===== config.mk =====
export PLATFORM = sky130hd
export DESIGN_NAME = utf8_decode_classify_flat
export DESIGN_NICKNAME = d
export VERILOG_FILES = /design/src/u8dc_pkg.sv /design/src/u8dc_in_if.sv /design/src/u8dc_out_if.sv /design/src/utf8_decode_classify.sv /design/src/u8dc_decode.sv /design/src/u8dc_outq.sv /design/src/flat_wrapper.sv
export SDC_FILE = /design/constraint.sdc
export NUM_CORES = 1
export LEC_CHECK = 0
export BUFFER_PORTS_ARGS = -buffer_cell sky130_fd_sc_hd__buf_2
export CAP_MARGIN = 5
export CORE_UTILIZATION = 30
export CTS_CLUSTER_DIAMETER = 60
export DETAILED_ROUTE_END_ITERATION = 7
export GPL_ROUTABILITY_DRIVEN = 0
export PLACE_DENSITY = 0.57
export SYNTH_ARGS = -nofsm -noshare
export SYNTH_HDL_FRONTEND = slang
export SYNTH_SLANG_ARGS = --single-unit

===== constraint.sdc =====
create_clock -name clk -period 2.9 [get_ports clk]
set_clock_uncertainty 0.05 [all_clocks]
set_input_delay 0.145 -clock clk [delete_from_list [all_inputs] [get_ports clk]]
set_output_delay 0.145 -clock clk [all_outputs]
set_load 0.03 [all_outputs]

===== src/u8dc_pkg.sv =====
package u8dc_pkg;

  localparam int CP_W     = 21;
  localparam int BYTE_W   = 8;
  localparam int QDEPTH   = 4;
  localparam int QPTR_W   = $clog2(QDEPTH);
  localparam int QCNT_W   = $clog2(QDEPTH + 1);

  localparam logic [BYTE_W-1:0] ASCII_LIMIT = 8'h80;
  localparam logic [BYTE_W-1:0] LEAD2_MASK  = 8'hE0;
  localparam logic [BYTE_W-1:0] LEAD2_CODE  = 8'hC0;
  localparam logic [BYTE_W-1:0] LEAD3_MASK  = 8'hF0;
  localparam logic [BYTE_W-1:0] LEAD3_CODE  = 8'hE0;
  localparam logic [BYTE_W-1:0] LEAD4_MASK  = 8'hF8;
  localparam logic [BYTE_W-1:0] LEAD4_CODE  = 8'hF0;
  localparam logic [BYTE_W-1:0] CONT_MASK   = 8'h3F;

  localparam logic [CP_W-1:0] UPPER_A    = 21'h41;
  localparam logic [CP_W-1:0] UPPER_Z    = 21'h5A;
  localparam logic [CP_W-1:0] LOWER_A    = 21'h61;
  localparam logic [CP_W-1:0] LOWER_Z    = 21'h7A;
  localparam logic [CP_W-1:0] DIGIT_0    = 21'h30;
  localparam logic [CP_W-1:0] DIGIT_9    = 21'h39;
  localparam logic [CP_W-1:0] CASE_SHIFT = 21'h20;

  localparam logic [CP_W-1:0] HANGUL_SYL_LO = 21'hAC00;
  localparam logic [CP_W-1:0] HANGUL_SYL_HI = 21'hD7A3;
  localparam logic [CP_W-1:0] JAMO_LO       = 21'h1100;
  localparam logic [CP_W-1:0] JAMO_HI       = 21'h11FF;
  localparam logic [CP_W-1:0] COMPAT_LO     = 21'h3130;
  localparam logic [CP_W-1:0] COMPAT_HI     = 21'h318F;
  localparam logic [CP_W-1:0] JAMO_EXT_A_LO = 21'hA960;
  localparam logic [CP_W-1:0] JAMO_EXT_A_HI = 21'hA97F;
  localparam logic [CP_W-1:0] JAMO_EXT_B_LO = 21'hD7B0;
  localparam logic [CP_W-1:0] JAMO_EXT_B_HI = 21'hD7FF;

  typedef enum logic [1:0] {
    CLS_OTHER  = 2'd0,
    CLS_HANGUL = 2'd1,
    CLS_LETTER = 2'd2,
    CLS_DIGIT  = 2'd3
  } char_class_t;

  typedef struct packed {
    logic [CP_W-1:0] code_point;
    logic [CP_W-1:0] lowered_point;
    logic [1:0]      char_class;
    logic            run_last;
  } res_t;

  // Up to two results leave the decoder for each byte.
  typedef struct packed {
    logic [1:0] count;
    res_t       first;
    res_t       second;
  } dec_out_t;

  function automatic logic in_range(input logic [CP_W-1:0] cp,
                                    input logic [CP_W-1:0] lo,
                                    input logic [CP_W-1:0] hi);
    in_range = (cp >= lo) && (cp <= hi);
  endfunction

  function automatic char_class_t classify(input logic [CP_W-1:0] cp);
    char_class_t cls;
    if (in_range(cp, HANGUL_SYL_LO, HANGUL_SYL_HI) || in_range(cp, JAMO_LO, JAMO_HI) ||
        in_range(cp, COMPAT_LO, COMPAT_HI) || in_range(cp, JAMO_EXT_A_LO, JAMO_EXT_A_HI) ||
        in_range(cp, JAMO_EXT_B_LO, JAMO_EXT_B_HI)) begin
      cls = CLS_HANGUL;
    end else if (in_range(cp, LOWER_A, LOWER_Z) || in_range(cp, UPPER_A, UPPER_Z)) begin
      cls = CLS_LETTER;
    end else if (in_range(cp, DIGIT_0, DIGIT_9)) begin
      cls = CLS_DIGIT;
    end else begin
      cls = CLS_OTHER;
    end
    return cls;
  endfunction

  function automatic res_t make_result(input logic [CP_W-1:0] cp);
    res_t r;
    r.code_point    = cp;
    r.lowered_point = in_range(cp, UPPER_A, UPPER_Z) ? cp + CASE_SHIFT : cp;
    r.char_class    = classify(cp);
    r.run_last      = 1'b0;
    return r;
  endfunction

  function automatic logic is_ascii(input logic [BYTE_W-1:0] b);
    is_ascii = b < ASCII_LIMIT;
  endfunction

endpackage


===== src/u8dc_in_if.sv =====
interface u8dc_in_if;
  import u8dc_pkg::*;

  logic              valid;
  logic              ready;
  logic [BYTE_W-1:0] text_byte;
  logic              end_of_text;

  modport source (output valid, output text_byte, output end_of_text, input ready);
  modport sink (input valid, input text_byte, input end_of_text, output ready);
endinterface


===== src/u8dc_out_if.sv =====
interface u8dc_out_if;
  import u8dc_pkg::*;

  logic            valid;
  logic            ready;
  logic [CP_W-1:0] code_point;
  logic [CP_W-1:0] lowered_point;
  logic [1:0]      char_class;
  logic            run_last;

  modport source (output valid, output code_point, output lowered_point,
                  output char_class, output run_last, input ready);
  modport sink (input valid, input code_point, input lowered_point,
                input char_class, input run_last, output ready);
endinterface


===== src/utf8_decode_classify.sv =====
// Lenient UTF-8 decoder: one text byte per beat in, one codepoint per beat out, with its
// ASCII-lowercased form and a class (other, Hangul, ASCII letter, ASCII digit). A byte is
// held in an input register and, once the result queue has room, decoded into a
// four-entry result queue whose head drives the output. The block sustains one byte per
// cycle while the result queue has room; a byte that ends the text inside a multi-byte
// sequence can cause two results. Input ready drops only while the result queue has
// fewer than two free entries.
module utf8_decode_classify (
  input  logic       clk,
  input  logic       rst_n,
  u8dc_in_if.sink    in_ch,
  u8dc_out_if.source out_ch
);
  import u8dc_pkg::*;

  logic              inv_r;
  logic [BYTE_W-1:0] inb_r;
  logic              inl_r;
  logic              take;
  logic              room;
  logic              accept;
  dec_out_t          dec;

  assign take        = inv_r && room;
  assign in_ch.ready = !inv_r || take;
  assign accept      = in_ch.valid && in_ch.ready;

  always_ff @(posedge clk) begin
    if (!rst_n) begin
      inv_r <= 1'b0;
    end else if (accept) begin
      inv_r <= 1'b1;
    end else if (take) begin
      inv_r <= 1'b0;
    end
  end

  always_ff @(posedge clk) begin
    if (accept) begin
      inb_r <= in_ch.text_byte;
      inl_r <= in_ch.end_of_text;
    end
  end

  u8dc_decode u_decode (
    .clk     (clk),
    .rst_n   (rst_n),
    .take    (take),
    .byte_in (inb_r),
    .last_in (inl_r),
    .dec     (dec)
  );

  u8dc_outq u_outq (
    .clk    (clk),
    .rst_n  (rst_n),
    .push   (dec),
    .room   (room),
    .out_ch (out_ch)
  );

endmodule


===== src/u8dc_decode.sv =====
module u8dc_decode (
  input  logic                     clk,
  input  logic                     rst_n,
  input  logic                     take,
  input  logic [u8dc_pkg::BYTE_W-1:0] byte_in,
  input  logic                     last_in,
  output u8dc_pkg::dec_out_t       dec
);
  import u8dc_pkg::*;

  logic [1:0]        need_r, need_nxt;
  logic [1:0]        taken_r, taken_nxt;
  logic [CP_W-1:0]   part_r, part_nxt;
  logic [BYTE_W-1:0] held_r;
  logic              held_we;

  logic [1:0]        taken_inc;
  logic [CP_W-1:0]   part_acc;
  logic [BYTE_W-1:0] t0;
  logic [CP_W-1:0]   pair_cp;
  res_t              r0, r1;
  logic [1:0]        cnt;

  assign taken_inc = taken_r + 2'd1;
  assign part_acc  = {part_r[CP_W-7:0], byte_in[5:0] & CONT_MASK[5:0]};
  assign t0        = held_r;
  assign pair_cp   = {10'd0, t0[4:0], byte_in[5:0]};

  always_comb begin
    need_nxt  = need_r;
    taken_nxt = taken_r;
    part_nxt  = part_r;
    held_we   = 1'b0;
    r0        = make_result({13'd0, byte_in});
    r1        = make_result({13'd0, byte_in});
    cnt       = 2'd0;

    if (need_r == 2'd0) begin
      if (is_ascii(byte_in)) begin
        cnt = 2'd1;
      end else if (!last_in) begin
        if ((byte_in & LEAD2_MASK) == LEAD2_CODE) begin
          need_nxt = 2'd1;
          part_nxt = {16'd0, byte_in[4:0]};
        end else if ((byte_in & LEAD3_MASK) == LEAD3_CODE) begin
          need_nxt = 2'd2;
          part_nxt = {17'd0, byte_in[3:0]};
        end else if ((byte_in & LEAD4_MASK) == LEAD4_CODE) begin
          need_nxt = 2'd3;
          part_nxt = {18'd0, byte_in[2:0]};
        end
        taken_nxt = 2'd0;
      end
    end else begin
      part_nxt = part_acc;
      if (taken_inc >= need_r) begin
        r0        = make_result(part_acc);
        cnt       = 2'd1;
        need_nxt  = 2'd0;
        taken_nxt = 2'd0;
        part_nxt  = '0;
      end else if (last_in) begin
        // The text stopped short: drop the lead byte and decode the held following byte and this one.
        if (taken_inc >= 2'd2) begin
          if (is_ascii(t0)) begin
            r0 = make_result({13'd0, t0});
            if (is_ascii(byte_in)) begin
              cnt = 2'd2;
            end else begin
              cnt = 2'd1;
            end
          end else if ((t0 & LEAD2_MASK) == LEAD2_CODE) begin
            r0  = make_result(pair_cp);
            cnt = 2'd1;
          end else if (is_ascii(byte_in)) begin
            cnt = 2'd1;
          end
        end else if (is_ascii(byte_in)) begin
          cnt = 2'd1;
        end
      end else begin
        held_we   = (taken_inc == 2'd1);
        taken_nxt = taken_inc;
      end
    end

    if (last_in) begin
      need_nxt  = 2'd0;
      taken_nxt = 2'd0;
      part_nxt  = '0;
    end

    r0.run_last = (cnt == 2'd1);
    r1.run_last = 1'b1;
  end

  always_comb begin
    dec.count  = take ? cnt : 2'd0;
    dec.first  = r0;
    dec.second = r1;
  end

  always_ff @(posedge clk) begin
    if (!rst_n) begin
      need_r  <= 2'd0;
      taken_r <= 2'd0;
      part_r  <= '0;
    end else if (take) begin
      need_r  <= need_nxt;
      taken_r <= taken_nxt;
      part_r  <= part_nxt;
    end
  end

  always_ff @(posedge clk) begin
    if (take && held_we) begin
      held_r <= byte_in;
    end
  end

`ifndef SYNTHESIS
  a_idle_clean: assert property (@(posedge clk) disable iff (!rst_n)
    need_r == 2'd0 |-> (taken_r == 2'd0 && part_r == '0))
    else $error("decoder idle with sequence state left over");

  a_taken_below_need: assert property (@(posedge clk) disable iff (!rst_n)
    need_r != 2'd0 |-> taken_r < need_r)
    else $error("sequence holds as many following bytes as it needs");

  a_pair_only_at_end: assert property (@(posedge clk) disable iff (!rst_n)
    dec.count == 2'd2 |-> last_in)
    else $error("two results from a byte that does not end the text");
`endif

endmodule


===== src/u8dc_outq.sv =====
module u8dc_outq (
  input  logic                clk,
  input  logic                rst_n,
  input  u8dc_pkg::dec_out_t  push,
  output logic                room,
  u8dc_out_if.source          out_ch
);
  import u8dc_pkg::*;

  res_t              mem [QDEPTH];
  logic [QPTR_W-1:0] wr_r, wr_nxt;
  logic [QPTR_W-1:0] rd_r, rd_nxt;
  logic [QCNT_W-1:0] count_r, count_nxt;
  logic              pop;
  res_t              head;

  assign head = mem[rd_r];
  assign pop  = out_ch.valid && out_ch.ready;
  // Room for the largest burst one byte can cause.
  assign room = count_r <= QCNT_W'(QDEPTH - 2);

  assign out_ch.valid         = count_r != '0;
  assign out_ch.code_point    = head.code_point;
  assign out_ch.lowered_point = head.lowered_point;
  assign out_ch.char_class    = head.char_class;
  assign out_ch.run_last      = head.run_last;

  always_comb begin
    wr_nxt    = wr_r + QPTR_W'(push.count);
    rd_nxt    = pop ? rd_r + QPTR_W'(1) : rd_r;
    count_nxt = count_r + QCNT_W'(push.count) - QCNT_W'(pop);
  end

  always_ff @(posedge clk) begin
    if (!rst_n) begin
      wr_r    <= '0;
      rd_r    <= '0;
      count_r <= '0;
    end else begin
      wr_r    <= wr_nxt;
      rd_r    <= rd_nxt;
      count_r <= count_nxt;
    end
  end

  always_ff @(posedge clk) begin
    if (push.count != 2'd0) begin
      mem[wr_r] <= push.first;
    end
    if (push.count == 2'd2) begin
      mem[wr_r + QPTR_W'(1)] <= push.second;
    end
  end

`ifndef SYNTHESIS
  a_no_overflow: assert property (@(posedge clk) disable iff (!rst_n)
    count_r <= QCNT_W'(QDEPTH))
    else $error("result queue overflow");

  a_pop_drains: assert property (@(posedge clk) disable iff (!rst_n)
    (pop && push.count == 2'd0) |=> count_r == $past(count_r) - QCNT_W'(1))
    else $error("result queue count did not fall after a beat left");
`endif

endmodule


===== src/flat_wrapper.sv =====
// flat-port wrapper written by rule: the top's interface ports become plain ports
module utf8_decode_classify_flat import u8dc_pkg::*;
  (clk, rst_n, in_ch_valid, in_ch_text_byte, in_ch_end_of_text, in_ch_ready, out_ch_valid, out_ch_code_point, out_ch_lowered_point, out_ch_char_class, out_ch_run_last, out_ch_ready);
  u8dc_in_if in_ch_i ();
  u8dc_out_if out_ch_i ();
  input  logic clk;
  input  logic rst_n;
  input wire logic [$bits(in_ch_i.valid)-1:0] in_ch_valid;
  input wire logic [$bits(in_ch_i.text_byte)-1:0] in_ch_text_byte;
  input wire logic [$bits(in_ch_i.end_of_text)-1:0] in_ch_end_of_text;
  output wire logic [$bits(in_ch_i.ready)-1:0] in_ch_ready;
  output wire logic [$bits(out_ch_i.valid)-1:0] out_ch_valid;
  output wire logic [$bits(out_ch_i.code_point)-1:0] out_ch_code_point;
  output wire logic [$bits(out_ch_i.lowered_point)-1:0] out_ch_lowered_point;
  output wire logic [$bits(out_ch_i.char_class)-1:0] out_ch_char_class;
  output wire logic [$bits(out_ch_i.run_last)-1:0] out_ch_run_last;
  input wire logic [$bits(out_ch_i.ready)-1:0] out_ch_ready;
  assign in_ch_i.valid = in_ch_valid;
  assign in_ch_i.text_byte = in_ch_text_byte;
  assign in_ch_i.end_of_text = in_ch_end_of_text;
  assign in_ch_ready = in_ch_i.ready;
  assign out_ch_valid = out_ch_i.valid;
  assign out_ch_code_point = out_ch_i.code_point;
  assign out_ch_lowered_point = out_ch_i.lowered_point;
  assign out_ch_char_class = out_ch_i.char_class;
  assign out_ch_run_last = out_ch_i.run_last;
  assign out_ch_i.ready = out_ch_ready;
  utf8_decode_classify u_core (.clk(clk), .rst_n(rst_n), .in_ch(in_ch_i), .out_ch(out_ch_i));
endmodule

==> impl_metrics.tcl, run 1 <==
set metrics [dict create \
    run_status "complete, no violations" \
    placed_cell_area_sq_um 11430 \
    grt_max_degree 82 \
    globalRouteOverflowTotal 0 \
    cts_tree "done" \
    synth_sequential_area_ratio 0.4772 \
    syn-num-nets 926 \
    grt_antenna_before_repair 0 \
    min_tclk_post_route_ps 2863 \
    die_h_um 186.2 \
    multi_input_combinational_cell_area_sq_um 4955 \
    final_common_cell "sky130_fd_sc_hd__dfxtp_1" \
    timing.final.ws_setup_ps 36.51 \
    critical_path_class "flip-flop to flip-flop" \
    number_of_global_route_vias_before_repair 7923 \
    grt_first_pass_wirelength_mm 45.95 \
    fp.coreArea_sq_um 33450 \
    clock_network_latency_to_the_later_pin_of_the_worst_skew_pair_ps 520 \
    r2r_setup_slack_ps 40 \
    final-seq-area_sq_um 4860 \
    critical_path.slowest_cell "sky130_fd_sc_hd__o41ai_1" \
    crit_path_max_fanout 5 \
    rr_worst_depth 6 \
    synth_edf_count 73 \
    setup.worst_path.end_class "flip-flop" \
    clock_sinks 206 \
    synth-seq-cells 206 \
    power_density_nw_per_um2 614.3 \
    die_area_sq_um 34650 \
    hpwl_mm 19.93 \
    pre_cts_setup_slack_ps 36.45 \
    start_point_of_the_critical_path "u_core.inb_r[2]$_DFFE_PP_" \
    holdPathStages 2 \
    hold_slack_ps 92.38 \
    async_reset_ff_frac 0 \
    worst-endpoint-required_ps 3080 \
    timing.final.setup_violations 0 \
    final_cell_mix "sky130_fd_sc_hd__dfxtp_1, sky130_fd_sc_hd__buf_4, sky130_fd_sc_hd__a32o_1, sky130_fd_sc_hd__edfxtp_1, sky130_fd_sc_hd__nand2_1" \
    place.port_buffers 59 \
    timing.final.max_slew_violations 0 \
    wire_per_inst_um 20.24 \
    drt_pass1_iterations 5 \
    count_of_h_tree_levels_built_during_cts 1 \
    drcViolationCount 0 \
    worst_r2r_startpoint "u_core.inb_r[2]$_DFFE_PP_" \
    dieWidth_um 186.2 \
    starting_utilization_of_the_core_area 0.3042 \
    top_level_ports 60 \
    synthesis.area_per_instance_sq_um 11.39 \
    drtIter0Drc 707 \
    post_synth_instance_area_sq_um 10170 \
    fmax_ghz 0.3492 \
    clock_tree.root_cell "sky130_fd_sc_hd__clkbuf_16" \
    detailroute.via_count 8091 \
    cp_cell_sequence "or4_4 -> o41ai_1 -> nor4b_2 -> a31oi_1 -> o2bb2ai_2 -> o32ai_1" \
    final.fill_count 3283 \
    tightest_slew_ps 822.0 \
    path_clk_slew_ps 60 \
    post-route-period-util 0.9874 \
    drt_wl_total_mm 29.63 \
    avgViaCountPerCell 5.527 \
    critPathLaunchType "flip-flop" \
    flow.area_growth_from_synthesis_pct 22.20 \
    antenna_cells_inserted 0 \
    cp_slowest_stage_delay_ps 760 \
    max_slew_margin 0.4448 \
    count_of_different_cell_masters_after_synthesis 90 \
    worst_hold_path.endpoint "u_core.u_decode.taken_r[0]$_SDFFE_PN0P_" \
    peakVddDrop_v 0.0004253 \
    layout.cell_area.non_filler_sq_um 12430 \
    nets 1033 \
    r2r_end "u_core.u_outq.mem[1][1]$_DFFE_PP_" \
    worst-endpoint-arrival_ps 3040 \
    synth-warning-count 0 \
    hold_path_startpoint "rst_n" \
    hold_violations 0 \
    syn-instance-count 893 \
    grt_usage 0.1706 \
    maximum_clock_insertion_buffer_count 3 \
    drive_above_1_share 0.2972 \
    std_cell_rows 67 \
    worstHoldPathType "input port to flip-flop" \
    max_cap_check_violation_count 0 \
    ant_nets 0 \
    cts-buffers-inserted 23 \
    final_util 0.3717 \
    p_total_mw 7.637 \
    total_leakage_power_nw 4.367 \
    synth_flop_cell "sky130_fd_sc_hd__dfxtp_1" \
]
==> report_power, final <==
part / internal, mW / switching (mW)
Combinational: 0.646 / 1.04
Sequential: 3.08 / 0.0919
Clock: 1.61 / 1.17
==> layer usage <==
layer | part of all wire | vias up | GRT usage
met5 | 0 | - | 0
met4 | 0.016 | 0 | 0.03803
met3 | 0.045 | 37 | 0.02298
met2 | 0.48 | 224 | 0.2825
met1 | 0.46 | 4080 | 0.2360
li1 | - | 3750 | -
==> timing repair <==
| item | in CTS | in global routing |
|---|---|---|
| setup buffers | 0 | 8 |
| resized for setup | 0 | 22 |
| endpoints found under the setup margin | 0 | 122 |
| hold buffers | 10 | 0 |
| endpoints found under the hold margin | 10 | 0 |
==> synth_stat cells (all sizes together) (5+ instances only) <==
cell type / count / area (sq um)
mux4: 40 / 900.9
and2: 16 / 100.1
o22ai: 17 / 106.4
a21oi: 19 / 95.09
nand4: 9 / 56.30
nor2: 37 / 148.9
ha: 19 / 237.7
inv: 27 / 101.4
a32o: 81 / 810.8
and3: 7 / 43.79
xnor2: 6 / 52.55
nor2b: 7 / 46.30
o32ai: 11 / 96.34
o2bb2ai: 23 / 201.4
edfxtp: 73 / 2192
clkbuf: 42 / 157.7
dfxtp: 133 / 2663
a31oi: 13 / 93.84
buf: 47 / 254.0
nor3: 16 / 101.4
a21o: 6 / 45.04
o31ai: 5 / 83.83
o21ai: 38 / 201.5
a21boi: 19 / 142.6
nand2: 67 / 251.5
nand3: 24 / 125.1
o211ai: 7 / 62.56
nor4: 9 / 71.32
==> worst max path at each step <==
stage,end,slack (ps)
5_1_grt,u_core.u_outq.mem[3][1]$_DFFE_PP_,-70
2_1_floorplan,u_core.u_outq.count_r[2]$_SDFF_PN0_,10
6_report,u_core.u_outq.mem[1][1]$_DFFE_PP_,40
3_3_place_gp,u_core.u_outq.mem[0][27]$_DFFE_PP_,70
3_5_place_dp,u_core.u_outq.mem[0][24]$_DFFE_PP_,40
4_1_cts,u_core.u_outq.mem[0][26]$_DFFE_PP_,4
==> critical path: cells and delay by family (launching register included) <==
family,cells,cell delay [ps]
AOI/OAI and AO/OA,4,1280
DFF,1,480
and+or+nand+nor,2,760
==> stage by stage <==
stage | setup TNS [ps] | instances
after floorplan | 0 | 893
after global placement | 0 | 1405
after detailed placement | 0 | 1405
after CTS | 0 | 1456
after global routing | -175.2 | 1464
final | 0 | 1464
==> cells by family (layout without fill, tap and decap cells) <==
group / after synthesis / after routing / share of synthesized area
AO/OA/AOI/OAI: 285 / 285 / 0.2377
XOR/XNOR: 7 / 7 / 0.006026
adder cells (fa/ha/maj): 20 / 20 / 0.02534
buffers and inverters: 116 / 239 / 0.05042
flip-flops: 206 / 206 / 0.4772
multiplexers: 42 / 42 / 0.09101
AND/OR/NAND/NOR: 217 / 217 / 0.1123
==> layout make-up <==
cell class / instances / share of cell area
clock inverters: 11 / 0.007347
repair buffers: 171 / 0.09944
inverters: 27 / 0.008655
multi-input cells: 571 / 0.3986
well taps: 448 / 0.04509
clock buffers: 30 / 0.05002
flip-flops and latches: 206 / 0.3909
==> registers in the layout, indices dropped and copies added (netlist names), named ones only <==
signal	cells
u_core.u_outq.mem	160
u_core.u_decode.part_r	15
u_core.inb_r	8
u_core.u_decode.held_r	8
u_core.u_outq.count_r	3
u_core.u_decode.need_r	2
u_core.u_decode.taken_r	2
u_core.u_outq.rd_r	2
u_core.u_outq.wr_r	2
u_core.inl_r	1
u_core.inv_r	1
Power figures use the tool's default switching activity.
==> run 2: changes to the inputs <==
--- a/config.mk
+++ b/config.mk
@@ -5,6 +5,7 @@
 export SDC_FILE = /design/constraint.sdc
 export NUM_CORES = 1
 export LEC_CHECK = 0
+export ABC_AREA = 1
 export BUFFER_PORTS_ARGS = -buffer_cell sky130_fd_sc_hd__buf_2
 export CAP_MARGIN = 5
 export CORE_UTILIZATION = 30
==> impl_metrics.tcl, run 2 <==
set metrics [dict create \
    tightest_slew_ps 801.0 \
    timing.final.setup_violations 0 \
    worst_hold_path.endpoint "u_core.inb_r[2]$_DFFE_PP_" \
    post_synth_instance_area_sq_um 10510 \
    hpwl_mm 23.14 \
    setup.worst_path.end_class "flip-flop" \
    final_util 0.3579 \
    grt_usage 0.1820 \
    fp.coreArea_sq_um 34540 \
    nets 1552 \
    netlist.area_leader.share 0.2534 \
    syn-instance-count 1433 \
    setup_tns_ps 0 \
    synth_sequential_area_ratio 0.4621 \
    final_common_cell "sky130_fd_sc_hd__nand2_1" \
    synth_edf_count 73 \
    min_tclk_post_route_ps 2784 \
    yosys-top-cells-area "sky130_fd_sc_hd__dfxtp_1, sky130_fd_sc_hd__edfxtp_1, sky130_fd_sc_hd__nand2_1" \
    hold_violations 0 \
    drive_above_1_share 0.1242 \
    starting_utilization_of_the_core_area 0.3042 \
    drcViolationCount 0 \
    wire_per_inst_um 16.28 \
    worst-endpoint-required_ps 3100 \
    globalRouteOverflowTotal 0 \
    fmax_ghz 0.3591 \
    grt_first_pass_wirelength_mm 51.38 \
    cts-buffers-inserted 25 \
    worst_r2r_startpoint "u_core.u_decode.taken_r[0]$_SDFFE_PN0P_" \
    synth-warning-count 0 \
    peakVddDrop_v 0.0004644 \
    worstHoldPathType "input port to flip-flop" \
    dieWidth_um 189.1 \
    die_area_sq_um 35770 \
    drt_wl_total_mm 32.46 \
    cts_tree "done" \
    synth-seq-cells 206 \
    antenna_cells_inserted 0 \
    max_cap_check_violation_count 0 \
    max_slew_margin 0.4660 \
    routed-wl-met3_mm 2.090 \
    drt_pass1_iterations 5 \
    syn-num-nets 1466 \
    clock_sinks 206 \
    std_cell_rows 68 \
    timing.final.max_slew_violations 0 \
    maximum_clock_insertion_buffer_count 3 \
    number_of_global_route_vias_before_repair 9256 \
    async_reset_ff_frac 0 \
    route.met2.wl_mm 14.42 \
    worst-endpoint-arrival_ps 2990 \
    number_of_flip_flops_in_the_largest_register 160 \
    synth_flop_cell "sky130_fd_sc_hd__dfxtp_1" \
    grt_max_degree 51 \
    post-route-period-util 0.9601 \
    flow.area_growth_from_synthesis_pct 17.69 \
    detailroute.via_count 9978 \
    place.port_buffers 59 \
    grt_antenna_before_repair 0 \
    drtIter0Drc 929 \
    reg.largest.list "u_core.u_outq.mem: 160 flops, u_core.u_decode.part_r: 15 flops" \
    clock_tree.root_cell "sky130_fd_sc_hd__clkbuf_16" \
    r2r_end "u_core.u_outq.mem[1][29]$_DFFE_PP_" \
    avgViaCountPerCell 5.007 \
    total_leakage_power_nw 5.613 \
    synthesis.area_per_instance_sq_um 7.332 \
    holdPathStages 2 \
    clock_network_latency_to_the_later_pin_of_the_worst_skew_pair_ps 550 \
    critPathLaunchType "flip-flop" \
    hold_path_startpoint "in_ch_text_byte[2]" \
    count_of_different_cell_masters_after_synthesis 44 \
    rr_worst_depth 12 \
    regMostFlops "u_core.u_outq.mem" \
    synth_most_common_cell "sky130_fd_sc_hd__nand2_1" \
    path_clk_slew_ps 60 \
    r2r_setup_slack_ps 120 \
    run_status "complete, no violations" \
    synth_top_cell_by_area "sky130_fd_sc_hd__dfxtp_1" \
    final.fill_count 3713 \
    wl_met1_mm 14.93 \
    top_level_ports 60 \
    post_synth_top_cells "sky130_fd_sc_hd__nand2_1, sky130_fd_sc_hd__nor2_1, sky130_fd_sc_hd__dfxtp_1, sky130_fd_sc_hd__o21ai_0, sky130_fd_sc_hd__inv_1" \
    critical_path_class "flip-flop to flip-flop" \
    route.top_layer_used "met4" \
    power_density_nw_per_um2 705.7 \
    final_cell_mix "sky130_fd_sc_hd__nand2_1, sky130_fd_sc_hd__nor2_1, sky130_fd_sc_hd__dfxtp_1, sky130_fd_sc_hd__o21ai_0, sky130_fd_sc_hd__inv_1" \
    crit_path_max_fanout 7 \
    ant_nets 0 \
    count_of_h_tree_levels_built_during_cts 1 \
    die_h_um 189.1 \
    rsz_0062_raised_after_global_routing "yes" \
]
-- run 2: cell count changes in the layout (fill, tap and decap cells not counted), moves of 47 or more --
cell,previous run,this run
sky130_fd_sc_hd__nand3_1,23,72
sky130_fd_sc_hd__nor2_1,30,209
sky130_fd_sc_hd__inv_1,21,83
sky130_fd_sc_hd__o22ai_1,17,70
sky130_fd_sc_hd__a32o_1,81,0
sky130_fd_sc_hd__o21ai_0,33,107
sky130_fd_sc_hd__buf_4,96,49
sky130_fd_sc_hd__nand2_1,67,470
-- run 2: repair_timing --
action                     in CTS  in global routing
setup endpoints to repair       0                 17
gates resized for setup         0                  4
buffers inserted                0                  1
hold endpoints to repair       22                  0
hold buffers                   12                  0
-- run 2: logic make-up after synthesis --
group,count (synthesis),synth area share
simple gates,802,0.3127
xor+xnor,2,0.001668
fa+ha+maj,20,0.02453
buf+inv,167,0.06883
flops,206,0.4621
compound gates,236,0.1302
-- run 2: worst max path at each step --
stage                                                  startpoint                                   to  slack [ps]
after floorplan           u_core.u_decode.taken_r[0]$_SDFFE_PN0P_   u_core.u_outq.mem[1][10]$_DFFE_PP_          80
after global placement    u_core.u_decode.taken_r[0]$_SDFFE_PN0P_  u_core.u_outq.count_r[2]$_SDFF_PN0_         160
final                     u_core.u_decode.taken_r[0]$_SDFFE_PN0P_   u_core.u_outq.mem[1][29]$_DFFE_PP_         120
after CTS                 u_core.u_decode.taken_r[0]$_SDFFE_PN0P_  u_core.u_outq.count_r[2]$_SDFF_PN0_          90
after detailed placement  u_core.u_decode.taken_r[0]$_SDFFE_PN0P_  u_core.u_outq.count_r[2]$_SDFF_PN0_         110
after global routing      u_core.u_decode.taken_r[0]$_SDFFE_PN0P_  u_core.u_outq.count_r[2]$_SDFF_PN0_         -30
-- run 2: where the power goes --
group	switching [mW]	leakage (nW)	internal, mW	total (mW)
Combinational	1.83	3.42	0.691	2.52
Sequential	0.0998	1.80	3.10	3.20
Clock	1.27	0.394	1.73	3.00
Total	3.20	5.61	5.53	8.73
-- run 2: area by class of cell --
class                      instances  area (sq um)  area share
clock inverter                    11         86.33    0.006982
clock buffer                      35         713.2     0.05768
tap                              455         569.3     0.04604
multi-input combinational       1060          4931      0.3988
inverter                         105         405.4     0.03279
timing repair buffer             121         803.3     0.06497
sequential                       206          4856      0.3927
-- run 2: metal layers --
| metal | vias up | track usage |
|---|---|---|
| li1 | 4916 | - |
| met1 | 4632 | 0.2549 |
| met2 | 366 | 0.2882 |
| met3 | 64 | 0.02651 |
| met4 | 0 | 0.05521 |
| met5 | - | 0 |
-- run 2: stage by stage --
| stage | power [mW] | worst slack, ps | instance area (sq um) | std cells | hold slack (ps) |
|---|---|---|---|---|---|
| 3_5_place_dp | 5.766 | 114.3 | 11430 | 1934 | 273.1 |
| 3_3_place_gp | 5.768 | 159.0 | 11430 | 1934 | 271.6 |
| 2_1_floorplan | 4.966 | 81.50 | 10510 | 1433 | 193.9 |
| 4_1_cts | 8.804 | 94.06 | 12350 | 1992 | 237.0 |
| 5_1_grt | 9.153 | -26.68 | 12360 | 1993 | 244.7 |
| 6_report | 8.725 | 115.6 | 12360 | 1993 | 254.7 |
-- run 2: critical path, cell delays in order, from the launching register on --
cell	delay [ps]
sky130_fd_sc_hd__dfxtp_1	350
sky130_fd_sc_hd__inv_1	70
sky130_fd_sc_hd__ha_1	320
sky130_fd_sc_hd__ha_1	330
sky130_fd_sc_hd__a21oi_4	170
sky130_fd_sc_hd__inv_2	80
sky130_fd_sc_hd__nor2_8	150
sky130_fd_sc_hd__nand4_4	150
sky130_fd_sc_hd__buf_4	210
sky130_fd_sc_hd__a21boi_4	200
sky130_fd_sc_hd__nor2_4	40
sky130_fd_sc_hd__inv_1	160
sky130_fd_sc_hd__buf_4	210
